File: config.mk
export PLATFORM = sky130hd
export DESIGN_NAME = led_pwm_fader_top
export DESIGN_NICKNAME = d
export VERILOG_FILES = /design/src/rtl/lfd_pkg.sv /design/src/rtl/lfd_ram.sv /design/src/rtl/led_pwm_fader_top.sv
export SDC_FILE = /design/constraint.sdc
export NUM_CORES = 1
export LEC_CHECK = 0
export BUFFER_PORTS_ARGS = -buffer_cell sky130_fd_sc_hd__buf_2
export CAP_MARGIN = 20
export CORE_MARGIN = 1
export CORE_UTILIZATION = 30
export CTS_BUF_LIST = sky130_fd_sc_hd__clkbuf_4
export CTS_CLUSTER_DIAMETER = 40
export DETAILED_ROUTE_END_ITERATION = 7
export GPL_TIMING_DRIVEN = 1
export SYNTH_ARGS = -nofsm -noshare
export SYNTH_HDL_FRONTEND = slang
export SYNTH_SLANG_ARGS = --single-unit
File: constraint.sdc
create_clock -name clk -period 13.7 [get_ports clk]
set_input_delay 1.37 -clock clk [delete_from_list [all_inputs] [get_ports clk]]
set_output_delay 1.37 -clock clk [all_outputs]
set_load 0.05 [all_outputs]
File: src/rtl/lfd_pkg.sv
package lfd_pkg;

    localparam int CHANNELS_DEF = 9;
    localparam int LEVELS_DEF   = 10;

    localparam int LEVEL_W    = 4;
    localparam int PHASE_W    = 4;
    localparam int STEP_W     = 11;
    localparam int LED_W      = 9;
    localparam int ENABLE_W   = 9;
    localparam int INTERVAL_W = 10;
    localparam int CHAN_W     = 4;
    localparam int CFG_W      = 10;
    localparam int CFG_IDX_W  = 1;
    localparam int IN_DATA_W  = 8;
    localparam int OUT_DATA_W = 16;

    localparam logic [PHASE_W-1:0] PHASE_MAX = '1;
    localparam logic [STEP_W-1:0]  STEP_MAX  = '1;

    localparam logic [ENABLE_W-1:0]   ENABLE_RESET   = 9'd254;
    localparam logic [INTERVAL_W-1:0] INTERVAL_RESET = 10'd20;

    localparam logic [CFG_IDX_W-1:0] REG_CHANNEL_ENABLE = 1'd0;
    localparam logic [CFG_IDX_W-1:0] REG_RAMP_INTERVAL  = 1'd1;

    localparam logic REQ_TICK = 1'b0;
    localparam logic REQ_SET  = 1'b1;

    typedef struct packed {
        logic [PHASE_W-1:0] phase;
        logic [LEVEL_W-1:0] level;
    } run_entry_t;

endpackage

File: src/rtl/lfd_ram.sv
module lfd_ram #(
    parameter int WIDTH = 8,
    parameter int DEPTH = 9,
    parameter int AW    = (DEPTH > 1) ? $clog2(DEPTH) : 1
) (
    input  logic             clk,
    input  logic             we,
    input  logic [AW-1:0]    waddr,
    input  logic [WIDTH-1:0] wdata,
    input  logic             re,
    input  logic [AW-1:0]    raddr,
    output logic [WIDTH-1:0] rdata
);

    logic [WIDTH-1:0] mem [DEPTH];
    logic [WIDTH-1:0] rdata_reg;

    always_ff @(posedge clk)
    begin
        if (we)
        begin
            mem[waddr] <= wdata;
        end
        if (re)
        begin
            rdata_reg <= mem[raddr];
        end
    end

    assign rdata = rdata_reg;

endmodule

File: src/rtl/led_pwm_fader_top.sv
// Channel   Direction  Handshake          Payload
// s_*       in         s_tvalid/s_tready  tuser: req_type; tdata: channel, target_level
// m_*       out        m_tvalid/m_tready  tdata: led_on
// cfg_*     in         cfg_we             cfg_index, cfg_data
//
// A set-target item writes the goal memory and loads its result at the accepting edge.
// A tick item walks all channels through the state memories, one read per cycle, and
// writes back each enabled channel in the cycle after its read. Its result is loaded
// after the last write-back, and the next item is taken once the block is idle again.
// Reset is asynchronous; per-entry valid bits make unwritten entries read as zero.
// A new item is taken only in idle, and only when the output register is free or drains.
module led_pwm_fader_top
    import lfd_pkg::*;
#(
    parameter int CHANNELS = CHANNELS_DEF,
    parameter int LEVELS   = LEVELS_DEF
) (
    input  logic                  clk,
    input  logic                  rst_n,
    input  logic                  s_tvalid,
    output logic                  s_tready,
    input  logic [IN_DATA_W-1:0]  s_tdata,   // [3:0] channel, [7:4] target_level
    input  logic                  s_tuser,   // [0] req_type
    output logic                  m_tvalid,
    input  logic                  m_tready,
    output logic [OUT_DATA_W-1:0] m_tdata,   // [8:0] led_on, rest zero
    input  logic                  cfg_we,
    input  logic [CFG_IDX_W-1:0]  cfg_index,
    input  logic [CFG_W-1:0]      cfg_data
);

    localparam int AW  = (CHANNELS > 1) ? $clog2(CHANNELS) : 1;
    localparam int CW  = $clog2(CHANNELS + 1);
    localparam int XW  = (CHANNELS > LED_W) ? CHANNELS : LED_W;
    localparam int CXW = (AW > CHAN_W) ? AW : CHAN_W;

    localparam logic ST_IDLE = 1'b0;
    localparam logic ST_RUN  = 1'b1;

    localparam logic [LEVEL_W-1:0] LEVEL_TOP = LEVEL_W'(LEVELS);

    logic                  state_reg, state_next;
    logic [CW-1:0]         issue_reg, issue_next;
    logic                  proc_valid_reg, proc_valid_next;
    logic [AW-1:0]         proc_idx_reg, proc_idx_next;
    logic [STEP_W-1:0]     step_reg, step_next;
    logic [CHANNELS-1:0]   pin_reg, pin_next;
    logic [CHANNELS-1:0]   run_vld_reg, run_vld_next;
    logic [CHANNELS-1:0]   goal_vld_reg, goal_vld_next;
    logic                  out_valid_reg, out_valid_next;
    logic [LED_W-1:0]      led_reg, led_next;
    logic [ENABLE_W-1:0]   enable_reg;
    logic [INTERVAL_W-1:0] interval_reg;

    logic                  accept;
    logic                  issuing;
    logic [CXW-1:0]        ch_ext;
    logic [LEVEL_W-1:0]    tgt_in, tgt_clamped;
    logic                  goal_we;
    logic [AW-1:0]         rd_addr;
    run_entry_t            run_rdata, run_cur, run_wdata;
    logic [LEVEL_W-1:0]    goal_rdata, goal_cur;
    logic                  run_we;
    logic [XW-1:0]         pin_ext, en_ext;
    logic                  hit, pin_cur, pin_new;
    logic [LEVEL_W-1:0]    lvl, off_len;
    logic [PHASE_W-1:0]    phase;

    assign s_tready = (state_reg == ST_IDLE) && (!out_valid_reg || m_tready);
    assign accept   = s_tvalid && s_tready;
    assign m_tvalid = out_valid_reg;
    assign m_tdata  = OUT_DATA_W'(led_reg);

    assign ch_ext      = CXW'(s_tdata[CHAN_W-1:0]);
    assign tgt_in      = s_tdata[CHAN_W +: LEVEL_W];
    assign tgt_clamped = (tgt_in > LEVEL_TOP) ? LEVEL_TOP : tgt_in;
    assign goal_we     = accept && (s_tuser == REQ_SET)
                         && (ch_ext < CXW'(CHANNELS));

    assign issuing = (state_reg == ST_RUN) && (issue_reg < CW'(CHANNELS));
    assign rd_addr = issue_reg[AW-1:0];

    assign pin_ext = XW'(pin_reg);
    assign en_ext  = XW'(enable_reg);

    lfd_ram #(
        .WIDTH ($bits(run_entry_t)),
        .DEPTH (CHANNELS)
    ) u_run_ram (
        .clk   (clk),
        .we    (run_we),
        .waddr (proc_idx_reg),
        .wdata (run_wdata),
        .re    (issuing),
        .raddr (rd_addr),
        .rdata (run_rdata)
    );

    lfd_ram #(
        .WIDTH (LEVEL_W),
        .DEPTH (CHANNELS)
    ) u_goal_ram (
        .clk   (clk),
        .we    (goal_we),
        .waddr (ch_ext[AW-1:0]),
        .wdata (tgt_clamped),
        .re    (issuing),
        .raddr (rd_addr),
        .rdata (goal_rdata)
    );

    always_comb
    begin
        run_cur  = run_vld_reg[proc_idx_reg] ? run_rdata : '0;
        goal_cur = goal_vld_reg[proc_idx_reg] ? goal_rdata : '0;
        pin_cur  = pin_reg[proc_idx_reg];
        hit      = (step_reg == STEP_W'(interval_reg));

        lvl = run_cur.level;
        if (hit)
        begin
            if (goal_cur > lvl)
            begin
                lvl = lvl + 1'b1;
            end
            else if (goal_cur < lvl)
            begin
                lvl = lvl - 1'b1;
            end
        end
        off_len = LEVEL_TOP - lvl;

        phase   = run_cur.phase;
        pin_new = pin_cur;
        if (pin_cur)
        begin
            if ((PHASE_W'(lvl) <= phase) && (off_len != '0))
            begin
                pin_new = 1'b0;
                phase   = '0;
            end
        end
        else
        begin
            if ((PHASE_W'(off_len) <= phase) && (lvl != '0))
            begin
                pin_new = 1'b1;
                phase   = '0;
            end
        end
        if (phase != PHASE_MAX)
        begin
            phase = phase + 1'b1;
        end

        run_wdata.level = lvl;
        run_wdata.phase = phase;
        run_we = proc_valid_reg && en_ext[proc_idx_reg];
    end

    always_comb
    begin
        state_next      = state_reg;
        issue_next      = issue_reg;
        proc_valid_next = 1'b0;
        proc_idx_next   = proc_idx_reg;
        step_next       = step_reg;
        pin_next        = pin_reg;
        run_vld_next    = run_vld_reg;
        goal_vld_next   = goal_vld_reg;
        out_valid_next  = out_valid_reg;
        led_next        = led_reg;

        if (out_valid_reg && m_tready)
        begin
            out_valid_next = 1'b0;
        end

        if (goal_we)
        begin
            goal_vld_next[ch_ext[AW-1:0]] = 1'b1;
        end

        if (accept)
        begin
            if (s_tuser == REQ_SET)
            begin
                out_valid_next = 1'b1;
                led_next       = pin_ext[LED_W-1:0];
            end
            else
            begin
                state_next = ST_RUN;
                issue_next = '0;
            end
        end

        if (issuing)
        begin
            proc_valid_next = 1'b1;
            proc_idx_next   = rd_addr;
            issue_next      = issue_reg + 1'b1;
        end

        if (run_we)
        begin
            run_vld_next[proc_idx_reg] = 1'b1;
            pin_next[proc_idx_reg]     = pin_new;
            if (hit)
            begin
                step_next = STEP_W'(1);
            end
            else if (step_reg != STEP_MAX)
            begin
                step_next = step_reg + 1'b1;
            end
        end

        if ((state_reg == ST_RUN) && !issuing && !proc_valid_reg)
        begin
            state_next     = ST_IDLE;
            out_valid_next = 1'b1;
            led_next       = pin_ext[LED_W-1:0];
        end
    end

    always_ff @(posedge clk or negedge rst_n)
    begin
        if (!rst_n)
        begin
            state_reg      <= ST_IDLE;
            issue_reg      <= '0;
            proc_valid_reg <= 1'b0;
            proc_idx_reg   <= '0;
            step_reg       <= '0;
            pin_reg        <= '0;
            run_vld_reg    <= '0;
            goal_vld_reg   <= '0;
            out_valid_reg  <= 1'b0;
            enable_reg     <= ENABLE_RESET;
            interval_reg   <= INTERVAL_RESET;
        end
        else
        begin
            state_reg      <= state_next;
            issue_reg      <= issue_next;
            proc_valid_reg <= proc_valid_next;
            proc_idx_reg   <= proc_idx_next;
            step_reg       <= step_next;
            pin_reg        <= pin_next;
            run_vld_reg    <= run_vld_next;
            goal_vld_reg   <= goal_vld_next;
            out_valid_reg  <= out_valid_next;
            if (cfg_we)
            begin
                unique case (cfg_index)
                    REG_CHANNEL_ENABLE: enable_reg   <= cfg_data[ENABLE_W-1:0];
                    REG_RAMP_INTERVAL:  interval_reg <= cfg_data[INTERVAL_W-1:0];
                    default:            ;
                endcase
            end
        end
    end

    always_ff @(posedge clk)
    begin
        led_reg <= led_next;
    end

endmodule
; ---- Word level (Yosys, flattened, before mapping)
; Memories as Yosys holds them, arrays and structs flattened. A register that Yosys moved wholly into a read port is not among the register bits.
; Cells that the tools add are included.
[classes]
add_sub_neg = 6
n_lt_le_gt_ge = 11
eq_ne = 5
muxes = 46
bitwise = 4
reduce_logical = 29
[ops]
columns = operator, n
row1 = $mux W4, 12
row2 = $mux W9, 3
row3 = $mux W11, 2
row4 = $mux W1, 21
row5 = $or A9 B9 Y9, 2
row6 = $bmux W1 S4, 4
row7 = $logic_and A1 B1 Y1, 13
row8 = $add A4 B1 Y4 const B, 3
row9 = $reduce_and A2 Y1, 6
row10 = $add A11 B1 Y11 const B, 1
row11 = $eq A11 B10 Y1, 1
row12 = $ne A11 B11 Y1 const B, 1
row13 = $lt A4 B5 Y1 const B, 2
row14 = $bwmux W9, 1
row15 = $demux W1 S4, 2
row16 = $ge A4 B1 Y1 const B, 2
row17 = $le A4 B4 Y1, 2
row18 = $lt A4 B4 Y1 const B, 2
row19 = $mux W8, 1
row20 = $reduce_bool A2 Y1, 4
row21 = $reduce_bool A4 Y1, 2
row22 = $gt A4 B4 Y1, 1
row23 = $gt A4 B4 Y1 const B, 1
row24 = $lt A4 B4 Y1, 1
row25 = other kinds (7), 11
[totals]
reg_bits = 77
mem_bits_rw = 108
input_bits = 25
output_inout_bits = 18
wordCells = 115
memories = 2
[memory_table]
columns = memory, words, width, rd, rd_clocked_by_memory_dff, write_ports, line_no
row1 = u_run_ram.mem, 9, 8, 1, 1, 1, lfd_ram.sv:15  ; logic [WIDTH-1:0] mem [DEPTH];
row2 = u_goal_ram.mem, 9, 4, 1, 1, 1, lfd_ram.sv:15

; ---- Depth between registers and ports, before layout
; Gate-level depths: netlist of run 1.
[logic_depth]
word_depth = 14
depth_mapped = 28
mapped_depth_nobuf = 26

; ---- Cells and area by module
; From an unflattened synthesis of run 1, not the netlist that was laid out.
[hier_totals]
hier_cells = 672
area_unflattened_um2 = 9131.3
[by_module_without_submodules]
columns = module, n_inst, cells_per_inst, area_per_inst_um2, seq_area_each_um2
row1 = led_pwm_fader_top, 1, 416, 4394.2, 1983.2
row2 = lfd_ram at u_run_ram, 1, 171, 3144.3, 2402.3
row3 = lfd_ram at u_goal_ram, 1, 85, 1592.8, 1201.2

; ---- Worst setup path before layout of run 1
; No wires, ideal clock.
[synth_timing]
path_type = register to register
startpoint = register proc_idx_reg[0]
endpoint = memory u_run_ram.mem[0][7], data pin
setup_time_ns = 0.279
arrival_ns = 5.497
required_time_ns = 13.421
slack_ns = 7.924
path_stages_with_launch = 23
n_path_buf = 2
period_less_slack_ns = 5.776
cell_sequence = dfrtp_1 buf_2 buf_1 mux4_2 nor2b_1 a21oi_1 o22ai_1 and2_1 ha_1 a211oi_1 a21o_1 nand4_1 a41o_4 o22ai_2 ha_1 a21oi_1 mux2i_1 a211oi_1 and2_1 nor3b_1 ha_1 or3_1 and4b_1
[synth_between]
elab_chain_len = 14
word_cells_on_any_way = 28
classes_between = add/sub: 4 / order compare: 4 / eq/ne: 1 / mux: 15 / reduce/logical: 4
[synth_lines]
columns = element, line_no
row1 = "start, declared", led_pwm_fader_top.sv:45  ; logic [AW-1:0] proc_idx_reg, proc_idx_next;
row2 = "start signal, assigned", led_pwm_fader_top.sv:248  ; proc_idx_reg <= proc_idx_next;
row3 = $bmux W1 S4 (on tied branches), "led_pwm_fader_top.sv:114, led_pwm_fader_top.sv:115"
row4 = $mux W1 (on tied branches), "led_pwm_fader_top.sv:114, led_pwm_fader_top.sv:115"
row5 = $mux W8 / $mux W4 (equally long branches), "led_pwm_fader_top.sv:114, led_pwm_fader_top.sv:115"
row6 = $sub A4 B1 Y4 / $lt A4 B4 Y1 (equally long branches), "led_pwm_fader_top.sv:128, led_pwm_fader_top.sv:126"
row7 = $mux W4, led_pwm_fader_top.sv:126  ; else if (goal_cur < lvl)
row8 = $mux W4, led_pwm_fader_top.sv:122  ; if (goal_cur > lvl)
row9 = $mux W4 *, led_pwm_fader_top.sv:120  ; if (hit)
row10 = via lvl[3], led_pwm_fader_top.sv:66  ; logic [LEVEL_W-1:0] lvl, off_len;
row11 = $sub A4 B4 Y4, led_pwm_fader_top.sv:131  ; off_len = LEVEL_TOP - lvl;
row12 = $le A4 B4 Y1 / $reduce_bool A4 Y1 (equally long branches), "led_pwm_fader_top.sv:145, led_pwm_fader_top.sv:137"
row13 = $logic_and A1 B1 Y1 (on tied branches), "led_pwm_fader_top.sv:145, led_pwm_fader_top.sv:137"
row14 = $mux W4 (on tied branches), "led_pwm_fader_top.sv:145, led_pwm_fader_top.sv:137"
row15 = $mux W4 *, led_pwm_fader_top.sv:135  ; if (pin_cur)
row16 = $add A4 B1 Y4 / $ne A4 B4 Y1 (equally long branches), "led_pwm_fader_top.sv:153, led_pwm_fader_top.sv:151"
row17 = $mux W4 *, led_pwm_fader_top.sv:151  ; if (phase != PHASE_MAX)
row18 = via phase[3], led_pwm_fader_top.sv:67  ; logic [PHASE_W-1:0] phase;
row19 = "end, declared", lfd_ram.sv:15
; The timed path passes the listed nets; every way through them passes the cells marked *. The select of a mux whose other input is x is not followed.

; ---- Worst setup path in the final report of run 1
[layout_timing]
startpoint = register proc_idx_reg[0]
endpoint = memory u_run_ram.mem[5][5], data pin
; The elaborated chain is that of the path after synthesis.

==> run_results.csv, run 1 <==
group,metric,value,unit
route,ant_nets,0,
grt,grt_pass1_vias,4984,
power,p_per_area,221,nW/um^2
floorplan,die-height,174,um
synthesis,ys_types,67,
synthesis,synth_edf_count,129,
cells_and_area,fin_nets,686,
power,power.static_leakage,3.62,nW
cells_and_area,fin_util,33.9,%
power,intPower,1.30,mW
clock_network,h-tree-depth,4,
grt,antenna_found_initial,1,
clock_network,root_buffer,"clkbuf_4",
synthesis,synth_top_cell_area_share,43.6,%
timing,fin_crit_sh,48.7,%
route,drtIter0Drc,345,
outcome,status,"finished clean",
timing,rsz0062_at_grt,"false",
placement,portBuffers,35,
synthesis,yosysWarnings,0,
power,power_frac_seq,44.4,%
floorplan,rows,62,
synthesis,ys.flop_type,"edfxtp_1",
timing,drv_slew,0,
clock_network,cts_buffers,17,
floorplan,initial_core_util,30.7,%
timing,whs,0.484,ns
synthesis,synthCells,604,
grt,grt_overflow_total,0,
clock_network,hold_buffers,0,
critical_path,cpPeakStageDelay,0.88,ns
floorplan,die_area,30300,sq um
floorplan,core_area,28900,sq um
route,drc_errors,0,
power,p_clk_share,14.8,%
synthesis,async_flop_share,34.5,%
route,routedWlPerCell,17.1,um
floorplan,die_w,174,um
timing,skew,0.0341,ns
power,combPwrFrac,40.8,%
clock_network,cts_resized,0,
cells_and_area,drive_above_1_share,26.6,%
synthesis,ys_ff_latch,197,
timing,fmax,0.150,GHz
power,swShare,40.2,%
power,p_sw,0.873,mW
route,viasPerCell,4.69,
clock_network,tritoncts,"yes",
grt,grt_use_met1,16.4,%
synthesis,synth_top_area_cell,"edfxtp_1",
cells_and_area,fin_cells,1042,
synthesis,synth_area_leaders,"edfxtp_1 (44%), dfrtp_1 (17%), mux4_2 (7.6%)",
run,drv_cap,0,
cells_and_area,largest_reg_flops,72,
route,routed_wl,17800,um
clock_network,clk_path_buf_depth,2,
clock_network,postCtsSetupRepairBufs,0,
timing,setup_viol,0,
timing,worst-slew-pin-transition,1.06,ns
clock_network,clkLatencyLatePin,0.59,ns
critical_path,path_class,"reg -> reg",
clock_network,clock_sinks,197,
floorplan,ioPinCount,43,
grt,grt_util_met2,20.9,%
critical_path,crit_chain,"mux4_2 -> nor2b_1 -> a21oi_1 -> o22ai_1 -> and2_1 -> ha_1 -> a211oi_1 -> a21o_1 -> nand4_1 -> a41o_4 -> o22ai_2 -> ha_1 -> o211ai_1 -> mux2i_1 -> a211oi_1 -> and2_1 -> nor3b_1 -> ha_1 -> nand4_1 -> nor2_1 -> nand2_1 -> o21bai_1",
critical_path,critPathRequiredTime,14.00,ns
timing,finalSetupTns,0,ns
power,power.total,2.17,mW
critical_path,worst-path-max-fanout,18,
critical_path,end_kind,"flip-flop",
critical_path,arrival,6.98,ns
timing,max_slew_margin,29.1,%
placement,routabilityCongestion,0.800,
placement,dp_cells,1009,
grt,grt_pass1_wl,28600,um
synthesis,syn_avg_cell_area,14.7,sq um
timing,final.min_clock_period,6.68,ns
grt,grt_max_degree,69,
cells_and_area,area_delta_synth_final,10.2,%
timing,hold_viol,0,
critical_path,worst_path_max_delay_cell,"dfrtp_1",
worst_hold_path,hp-class,"reg -> reg",
grt,grt_usage,12.5,%
route,vias,4884,
critical_path,cpMostUsedCell,"ha_1",
clock_network,clk_pin_slew,0.18,ns
critical_path,start_kind,"flip-flop",
grt,gr-max-usage-layer,"met2",
route,drt_first_pass_iters,4,
cells_and_area,fill_cells,2836,
power,ir_drop,103,uV
synthesis,ys_seq_area_share,62.8,%
synthesis,netlist_area,8890,sq um
grt,grt_util_met3,2.23,%
placement,hpwlAfterDp,12000,um
## cell usage after synthesis (3+ instances only)
master,number
nor3_1,10
xnor2_1,6
o21ai_0,24
dfrtp_1,59
buf_2,3
mux2_2,20
xor2_1,19
nand2b_1,10
edfxtp_1,129
mux2i_1,15
nor2b_1,10
ha_1,17
nand4_1,10
inv_1,17
o21ai_1,3
or2_2,15
buf_4,7
clkbuf_1,15
mux4_2,30
a21o_1,5
dfstp_2,9
nor2_1,26
o211ai_1,3
mux2_4,9
or3_1,3
and2_1,9
nand3_1,16
nand2_1,45
a21oi_1,12
## final timing paths
path,slack (ns),cells past startpoint,from,end
min reg2reg,0.48,1,run_vld_reg[1],run_vld_reg[1]
min in group asynchronous,0.94,2,rst_n,pin_ext[3]
max in group asynchronous,12.17,2,rst_n,step_reg[0]
max reg2reg,7.02,22,proc_idx_reg[0],u_run_ram.mem[5][5]
min,0.48,1,run_vld_reg[1],run_vld_reg[1]
max,7.02,22,proc_idx_reg[0],u_run_ram.mem[5][5]
## power groups by stage
stage                     combinational [mW]  clock, mW  sequential (mW)
final                                  0.885      0.321            0.963
after global routing                   0.981      0.352            0.986
after CTS                              0.891      0.330            0.965
after detailed placement               0.888          0            0.978
after global placement                 0.872          0            0.976
after floorplan                        0.728          0            0.909
## cell type report
class | count | area, sq um | share of cell area [%]
Antenna cell | 1 | 2.50 | 0.0255
Clock buffer | 18 | 135 | 1.38
Clock inverter | 14 | 168 | 1.71
Inverter | 18 | 67.6 | 0.690
Multi-Input combinational cell | 367 | 3120 | 31.9
Sequential cell | 197 | 5590 | 57.0
Tap cell | 384 | 480 | 4.90
Timing Repair Buffer | 43 | 235 | 2.40
## metrics by stage
| step | worst slack, ns | area [sq um] |
|---|---|---|
| 3_5_place_dp | 7.13 | 9490 |
| 6_report | 7.02 | 9800 |
| 5_1_grt | 6.40 | 9800 |
| 4_1_cts | 7.04 | 9790 |
| 3_3_place_gp | 7.38 | 9490 |
| 2_1_floorplan | 7.92 | 8910 |
## layout by cell type, fill, tap and decap left out, types with 10 or more instances in the layout
cell | netlist | final
nor3_1 | 10 | 10
nand2_1 | 45 | 45
mux4_2 | 30 | 30
mux2i_1 | 15 | 15
clkbuf_4 | 0 | 18
or2_2 | 15 | 15
dfrtp_1 | 59 | 58
inv_1 | 17 | 17
nor2b_1 | 10 | 10
xor2_1 | 19 | 19
edfxtp_1 | 129 | 129
a21oi_1 | 12 | 12
nand2b_1 | 10 | 10
nand3_1 | 16 | 16
ha_1 | 17 | 17
nand4_1 | 10 | 10
nor2_1 | 26 | 25
o21ai_0 | 24 | 24
buf_2 | 3 | 35
mux2_2 | 20 | 20
## cells by family after synthesis
logic type | share of synthesized area [%]
multiplexers | 13.6
flip-flops | 62.8
adder cells (fa/ha/maj) | 2.39
XOR/XNOR | 2.65
other | 0.0422
buffers and inverters | 2.36
AO/OA/AOI/OAI | 5.33
AND/OR/NAND/NOR | 10.8
## per-layer routing
metal  vias up  routed length, um
li1       2332                  -
met1      2459               8230
met2        79               8830
met3        14                486
met4         0                263
met5         -                  0
## worst max-delay path: cells and delay by family (launching register included)
kind | cells | cell delay, ns
AO/OA/AOI/OAI | 9 | 2.30
adder cells (fa/ha/maj) | 3 | 0.94
flip-flops | 1 | 0.88
multiplexers | 2 | 0.85
AND/OR/NAND/NOR | 8 | 1.42
(Power assumes the default switching activity.)
==> inputs of run 2 (changes only) <==
Clock period 13.7 ns to 5.6 ns, I/O delays scaled along.
==> run 2 against run 1 <==
Effect of this change: clock power up 130%; setup slack got worse by 6.8 ns; clock-buffer cell count is 1 lower; sequential power up 140%; final area up 3.3%; routed wire length increased by 0.98%; sequential cell count did not move.
==> run_results.csv, run 2 (synthesis gave the netlist of run 1 again) <==
group,metric,value,unit
clock_network,clkLatencyLatePin,0.59,ns
power,p_sw,2.30,mW
timing,setup_viol,0,
cells_and_area,final_cell_mix,"edfxtp_1 (129), dfrtp_1 (58), nand2_1 (43)",
critical_path,critPathRequiredTime,5.93,ns
floorplan,die_w,174,um
placement,portBuffers,35,
power,combPwrFrac,47.4,%
timing,skew,0.0323,ns
route,drtIter0Drc,348,
clock_network,root_buffer,"clkbuf_4",
timing,fin_crit_sh,95.8,%
placement,hpwlAfterDp,12300,um
timing,worst-slew-pin-transition,1.01,ns
critical_path,end_kind,"flip-flop",
power,power.static_leakage,3.79,nW
cells_and_area,area_delta_synth_final,13.8,%
worst_hold_path,hp-class,"in -> async",
grt,antenna_found_initial,1,
clock_network,clk_pin_slew,0.18,ns
timing,max_slew_margin,32.8,%
grt,grt_pass1_vias,5065,
floorplan,rows,62,
route,routed_wl,18000,um
power,p_clk_share,12.8,%
route,ant_nets,0,
timing,hold_viol,0,
clock_network,tritoncts,"yes",
critical_path,worst-path-max-fanout,7,
floorplan,die_area,30300,sq um
clock_network,clock_sinks,197,
power,p_per_area,576,nW/um^2
outcome,status,"finished clean",
grt,grt_usage,12.2,%
clock_network,clk_path_buf_depth,2,
floorplan,initial_core_util,30.7,%
placement,dp_cells,1029,
power,intPower,3.52,mW
route,vias,5039,
cells_and_area,fin_util,35.0,%
critical_path,arrival,5.69,ns
route,drt_first_pass_iters,4,
timing,timing.final.ws_setup,0.233,ns
grt,grt_max_degree,69,
timing,fmax,0.186,GHz
power,swShare,39.5,%
placement,pre_cts_ws,-0.152,ns
placement,place_area,9660,sq um
cells_and_area,mostFrequentLayoutCell,"edfxtp_1",
cells_and_area,largest_reg_flops,72,
timing,final.min_clock_period,5.37,ns
clock_network,h-tree-depth,4,
cells_and_area,drive_above_1_share,32.1,%
floorplan,core_area,28900,sq um
floorplan,die-height,174,um
route,drc_errors,0,
cells_and_area,final_cell_area,10100,sq um
grt,grt_overflow_total,0,
timing,whs,0.142,ns
cells_and_area,fill_cells,2784,
cells_and_area,fin_cells,1073,
clock_network,cts_buffers,17,
power,power_frac_seq,39.8,%
run,drv_cap,0,
critical_path,path_class,"reg -> reg",
floorplan,ioPinCount,43,
grt,grt_pass1_wl,28300,um
placement,routabilityCongestion,0.819,
timing,drv_slew,0,
cells_and_area,fin_nets,717,
route,viasPerCell,4.70,
clock_network,hold_buffers,0,
power,ir_drop,286,uV
route,routedWlPerCell,16.8,um
critical_path,start_kind,"flip-flop",
run 2: cell count changes in the layout (fill, tap and decap cells not counted), sizes merged:
| cell | change |
|---|---|
| bufinv | -1 |
| buf | +29 |
| and4b | +1 |
| clkbuf | -1 |
| clkinvlp | -1 |
| o21bai | +1 |
| inv | +3 |
run 2: metrics by stage:
stage | TNS, ns | total power, mW
global route | -0.0328 | 6.22
detailed placement | -1.81 | 4.79
floorplan | 0 | 4.01
CTS | 0 | 5.54
finish | 0 | 5.82
global placement | 0 | 4.76
run 2: critical path, cell delays in order (launching register included):
cell and delay [ns]:
dfrtp_1 0.45, mux4_2 0.51, nor2b_1 0.14, a21oi_1 0.15, o22ai_2 0.11, and2_1 0.22, ha_4 0.26, a211oi_1 0.24
a21o_1 0.18, nand4_1 0.08, buf_4 0.18, nand3_1 0.10, o21ai_1 0.08, ha_1 0.28, ha_1 0.29, nor2b_1 0.13
o21ai_1 0.12, nand2b_1 0.08, a21oi_2 0.15, a41o_1 0.15, o311ai_4 0.15, nor3b_2 0.21, ha_2 0.21, or3_4 0.39
and4b_2 0.26
run 2: power groups by stage:
stage / clock [mW] / combinational [mW] / sequential [mW]
floorplan: 0 / 1.79 / 2.22
global placement: 0 / 2.41 / 2.35
detailed placement: 0 / 2.43 / 2.35
CTS: 0.771 / 2.45 / 2.32
global route: 0.822 / 3.03 / 2.36
finish: 0.745 / 2.76 / 2.32
run 2: path summary, 6_finish.rpt:
kind	start	endpoint	slack, ns	depth (start not counted)
worst max-delay path	proc_idx_reg[0]	u_run_ram.mem[0][7]	0.23	24
worst min-delay path	rst_n	pin_ext[2]	0.14	2
worst max register to register	proc_idx_reg[0]	u_run_ram.mem[0][7]	0.23	24
worst min register to register	run_vld_reg[1]	run_vld_reg[1]	0.49	1
max in group asynchronous	rst_n	issue_reg[0]	4.86	2
min in group clk	cfg_data[9]	interval_reg[9]	0.19	2
run 2: final cells by class:
type	count	area (sq um)	area share (%)
Sequential cell	197	5590	55.2
Clock buffer	17	128	1.26
Timing Repair Buffer	72	465	4.60
Tap cell	384	480	4.75
Inverter	18	67.6	0.668
Clock inverter	15	155	1.53
Antenna cell	1	2.50	0.0247
Multi-Input combinational cell	369	3230	31.9
run 2: timing repair:
item | 4_1_cts | 5_1_grt
resized for setup | 1 | 21
cloned | 0 | 2
pin swaps | 0 | 8
endpoints found under the setup margin | 27 | 36
setup buffers | 1 | 8
run 2: metal layers:
layer	GRT usage [%]	routed length, um
met1	15.9	8200
met2	20.8	9230
met3	2.23	398
met4	3.18	157
met5	0	0
==> inputs of run 3 (changes only) <==
Settings changed: BUFFER_PORTS_ARGS -buffer_cell sky130_fd_sc_hd__buf_2 to default, DONT_BUFFER_PORTS from default to 1.
==> run 3 against run 2 <==
Effect of this change: sequential cell count is the same; sequential share of layout area grew 1.4 points; first-iteration DRC count shrank 35%; critical endpoint is now u_run_ram.mem[3][7]; sequential power grew 2%; critical path depth shrank 1.
==> run_results.csv, run 3 (synthesis gave the netlist of run 1 again) <==
group,metric,value,unit
outcome,status,"finished clean",
floorplan,die_area,30300,sq um
timing,fmax,0.186,GHz
power,p_clk_share,12.2,%
cells_and_area,area_delta_synth_final,11.0,%
grt,antenna_found_initial,1,
run,drv_cap,0,
worst_hold_path,hp-class,"in -> reg",
timing,hold_viol,0,
placement,portBuffers,0,
power,swShare,39.8,%
timing,worst-slew-pin-transition,0.980,ns
clock_network,root_buffer,"clkbuf_4",
cells_and_area,largest_reg_flops,72,
clock_network,cts_buffers,17,
power,p_sw,2.23,mW
route,vias,4881,
critical_path,end_kind,"flip-flop",
cells_and_area,mostFrequentLayoutCell,"edfxtp_1",
clock_network,clkLatencyLatePin,0.58,ns
clock_network,clock_sinks,197,
power,power_frac_seq,42.2,%
clock_network,clk_pin_slew,0.16,ns
cells_and_area,fin_util,34.1,%
power,power.static_leakage,3.62,nW
cells_and_area,drive_above_1_share,27.6,%
critical_path,start_kind,"flip-flop",
floorplan,die-height,174,um
critical_path,reg2reg_slack,0.23,ns
critical_path,worst-path-max-fanout,5,
timing,fin_crit_sh,95.9,%
route,drt_first_pass_iters,4,
floorplan,ioPinCount,43,
worst_hold_path,min-delay-start,"s_tdata[7]",
power,combPwrFrac,45.5,%
clock_network,h-tree-depth,4,
critical_path,crit_chain,"mux4_2 -> nor2b_1 -> a21oi_1 -> o22ai_2 -> and2_4 -> ha_1 -> nor2b_1 -> o211ai_1 -> buf_4 -> a21o_1 -> a21o_1 -> xor2_4 -> xor2_1 -> ha_1 -> o21ai_1 -> nand2b_1 -> a21oi_1 -> a41o_1 -> o311ai_4 -> nor3b_2 -> ha_2 -> or3_1 -> and4b_2",
cells_and_area,final_cell_mix,"edfxtp_1 (129), dfrtp_1 (57), nand2_1 (42)",
worst_hold_path,holdPathStages,0,
route,ant_nets,0,
critical_path,critPathBufInv,1,
critical_path,critPathRequiredTime,5.92,ns
floorplan,die_w,174,um
grt,grt_pass1_vias,4978,
critical_path,cp.depth,23,
timing,skew,0.0233,ns
route,routed_wl,18000,um
route,drc_errors,0,
timing,final.min_clock_period,5.37,ns
floorplan,rows,62,
critical_path,reg2reg_depth,23,
floorplan,core_area,28900,sq um
clock_network,tritoncts,"yes",
power,power.total,5.62,mW
cells_and_area,fin_cells,1034,
worst_hold_path,min_to,"u_goal_ram.mem[4][3]",
cells_and_area,final_cell_area,9870,sq um
floorplan,initial_core_util,30.7,%
clock_network,clk_path_buf_depth,2,
route,routedWlPerCell,17.4,um
timing,max_slew_margin,34.7,%
grt,grt_usage,12.4,%
route,viasPerCell,4.72,
grt,grt_max_degree,69,
placement,hpwlAfterDp,12400,um
grt,grt_overflow_total,0,
power,p_per_area,569,nW/um^2
critical_path,worst_path_max_delay_cell,"mux4_2",
timing,finalSetupTns,0,ns
placement,dp_cells,988,
timing,drv_slew,0,
critical_path,arrival,5.69,ns
critical_path,critPathTopFamily,"simple AND/OR/NAND/NOR gates",
placement,routabilityCongestion,0.766,
route,drtIter0Drc,227,
placement,place_area,9430,sq um
critical_path,path_class,"reg -> reg",
grt,grt_pass1_wl,28600,um
critical_path,r2r_end,"u_run_ram.mem[3][7]",
timing,setup_viol,0,
power,ir_drop,368,uV
critical_path,cpPeakStageDelay,0.51,ns
cells_and_area,fill_cells,2785,
critical_path,r2r-start,"proc_idx_reg[0]",
power,intPower,3.38,mW
cells_and_area,fin_nets,678,
## run 3: cell count changes in the layout (fill, tap and decap cells not counted), sizes merged
cell,change
clkinvlp,-1
o21bai,-1
dlygate4sd3,+1
buf,-39
inv,-1
clkinv,+2
## run 3: worst max-delay path by stage
stage                               start  slack [ns]                   to
after global placement    proc_idx_reg[0]        0.15  u_run_ram.mem[2][7]
after global routing      proc_idx_reg[0]       -0.07  u_run_ram.mem[8][7]
after floorplan           proc_idx_reg[0]        0.05  u_run_ram.mem[0][7]
final                     proc_idx_reg[0]        0.23  u_run_ram.mem[3][7]
after CTS                 proc_idx_reg[0]        0.02  u_run_ram.mem[0][7]
after detailed placement  proc_idx_reg[0]       -0.04  u_run_ram.mem[7][7]
## run 3: per-stage QoR
stage	setup slack [ns]	hold WS, ns
detailed placement	-0.0413	0.266
finish	0.229	0.0754
global route	-0.0652	0.0135
global placement	0.153	0.266
floorplan	0.0546	0.264
CTS	0.0175	0.0298
## run 3: worst register-to-register path, stage by stage, from the launching register on
cell and delay, ns:
dfrtp_1 0.41, mux4_2 0.51, nor2b_1 0.15, a21oi_1 0.15, o22ai_2 0.11, and2_4 0.18, ha_1 0.30, nor2b_1 0.14
o211ai_1 0.31, buf_4 0.18, a21o_1 0.11, a21o_1 0.19, xor2_4 0.27, xor2_1 0.20, ha_1 0.27, o21ai_1 0.08
nand2b_1 0.07, a21oi_1 0.14, a41o_1 0.15, o311ai_4 0.15, nor3b_2 0.21, ha_2 0.21, or3_1 0.39, and4b_2 0.26
## run 3: area by class of cell
type | instances | area [sq um] | area share (%)
flip-flops and latches | 197 | 5590 | 56.6
well taps | 384 | 480 | 4.87
clock inverters | 15 | 121 | 1.23
inverters | 18 | 67.6 | 0.684
diodes | 1 | 2.50 | 0.0253
clock buffers | 17 | 128 | 1.29
repair buffers | 34 | 278 | 2.81
multi-input cells | 368 | 3210 | 32.5
## run 3: power by group through the flow
stage | Sequential, mW | Clock [mW] | Combinational, mW
after CTS | 2.38 | 0.716 | 2.32
after detailed placement | 2.41 | 0 | 2.28
after global routing | 2.42 | 0.770 | 2.81
after global placement | 2.41 | 0 | 2.24
after floorplan | 2.22 | 0 | 1.79
final | 2.37 | 0.687 | 2.56
## run 3: what timing repair did
action,4_1_cts,5_1_grt
hold buffers,2,0
setup endpoints to repair,20,36
setup buffers,2,8
hold endpoints to repair,68,0
pin swaps,2,8
gates cloned,0,1
resized for setup,1,17
## run 3: metal layers
metal / vias to the layer above / share of wire [%] / GRT usage [%]
met5: - / 0 / 0
met4: 0 / 1.0 / 3.65
met3: 14 / 2.6 / 2.67
met2: 81 / 51 / 21.4
met1: 2472 / 45 / 15.4
li1: 2314 / - / -
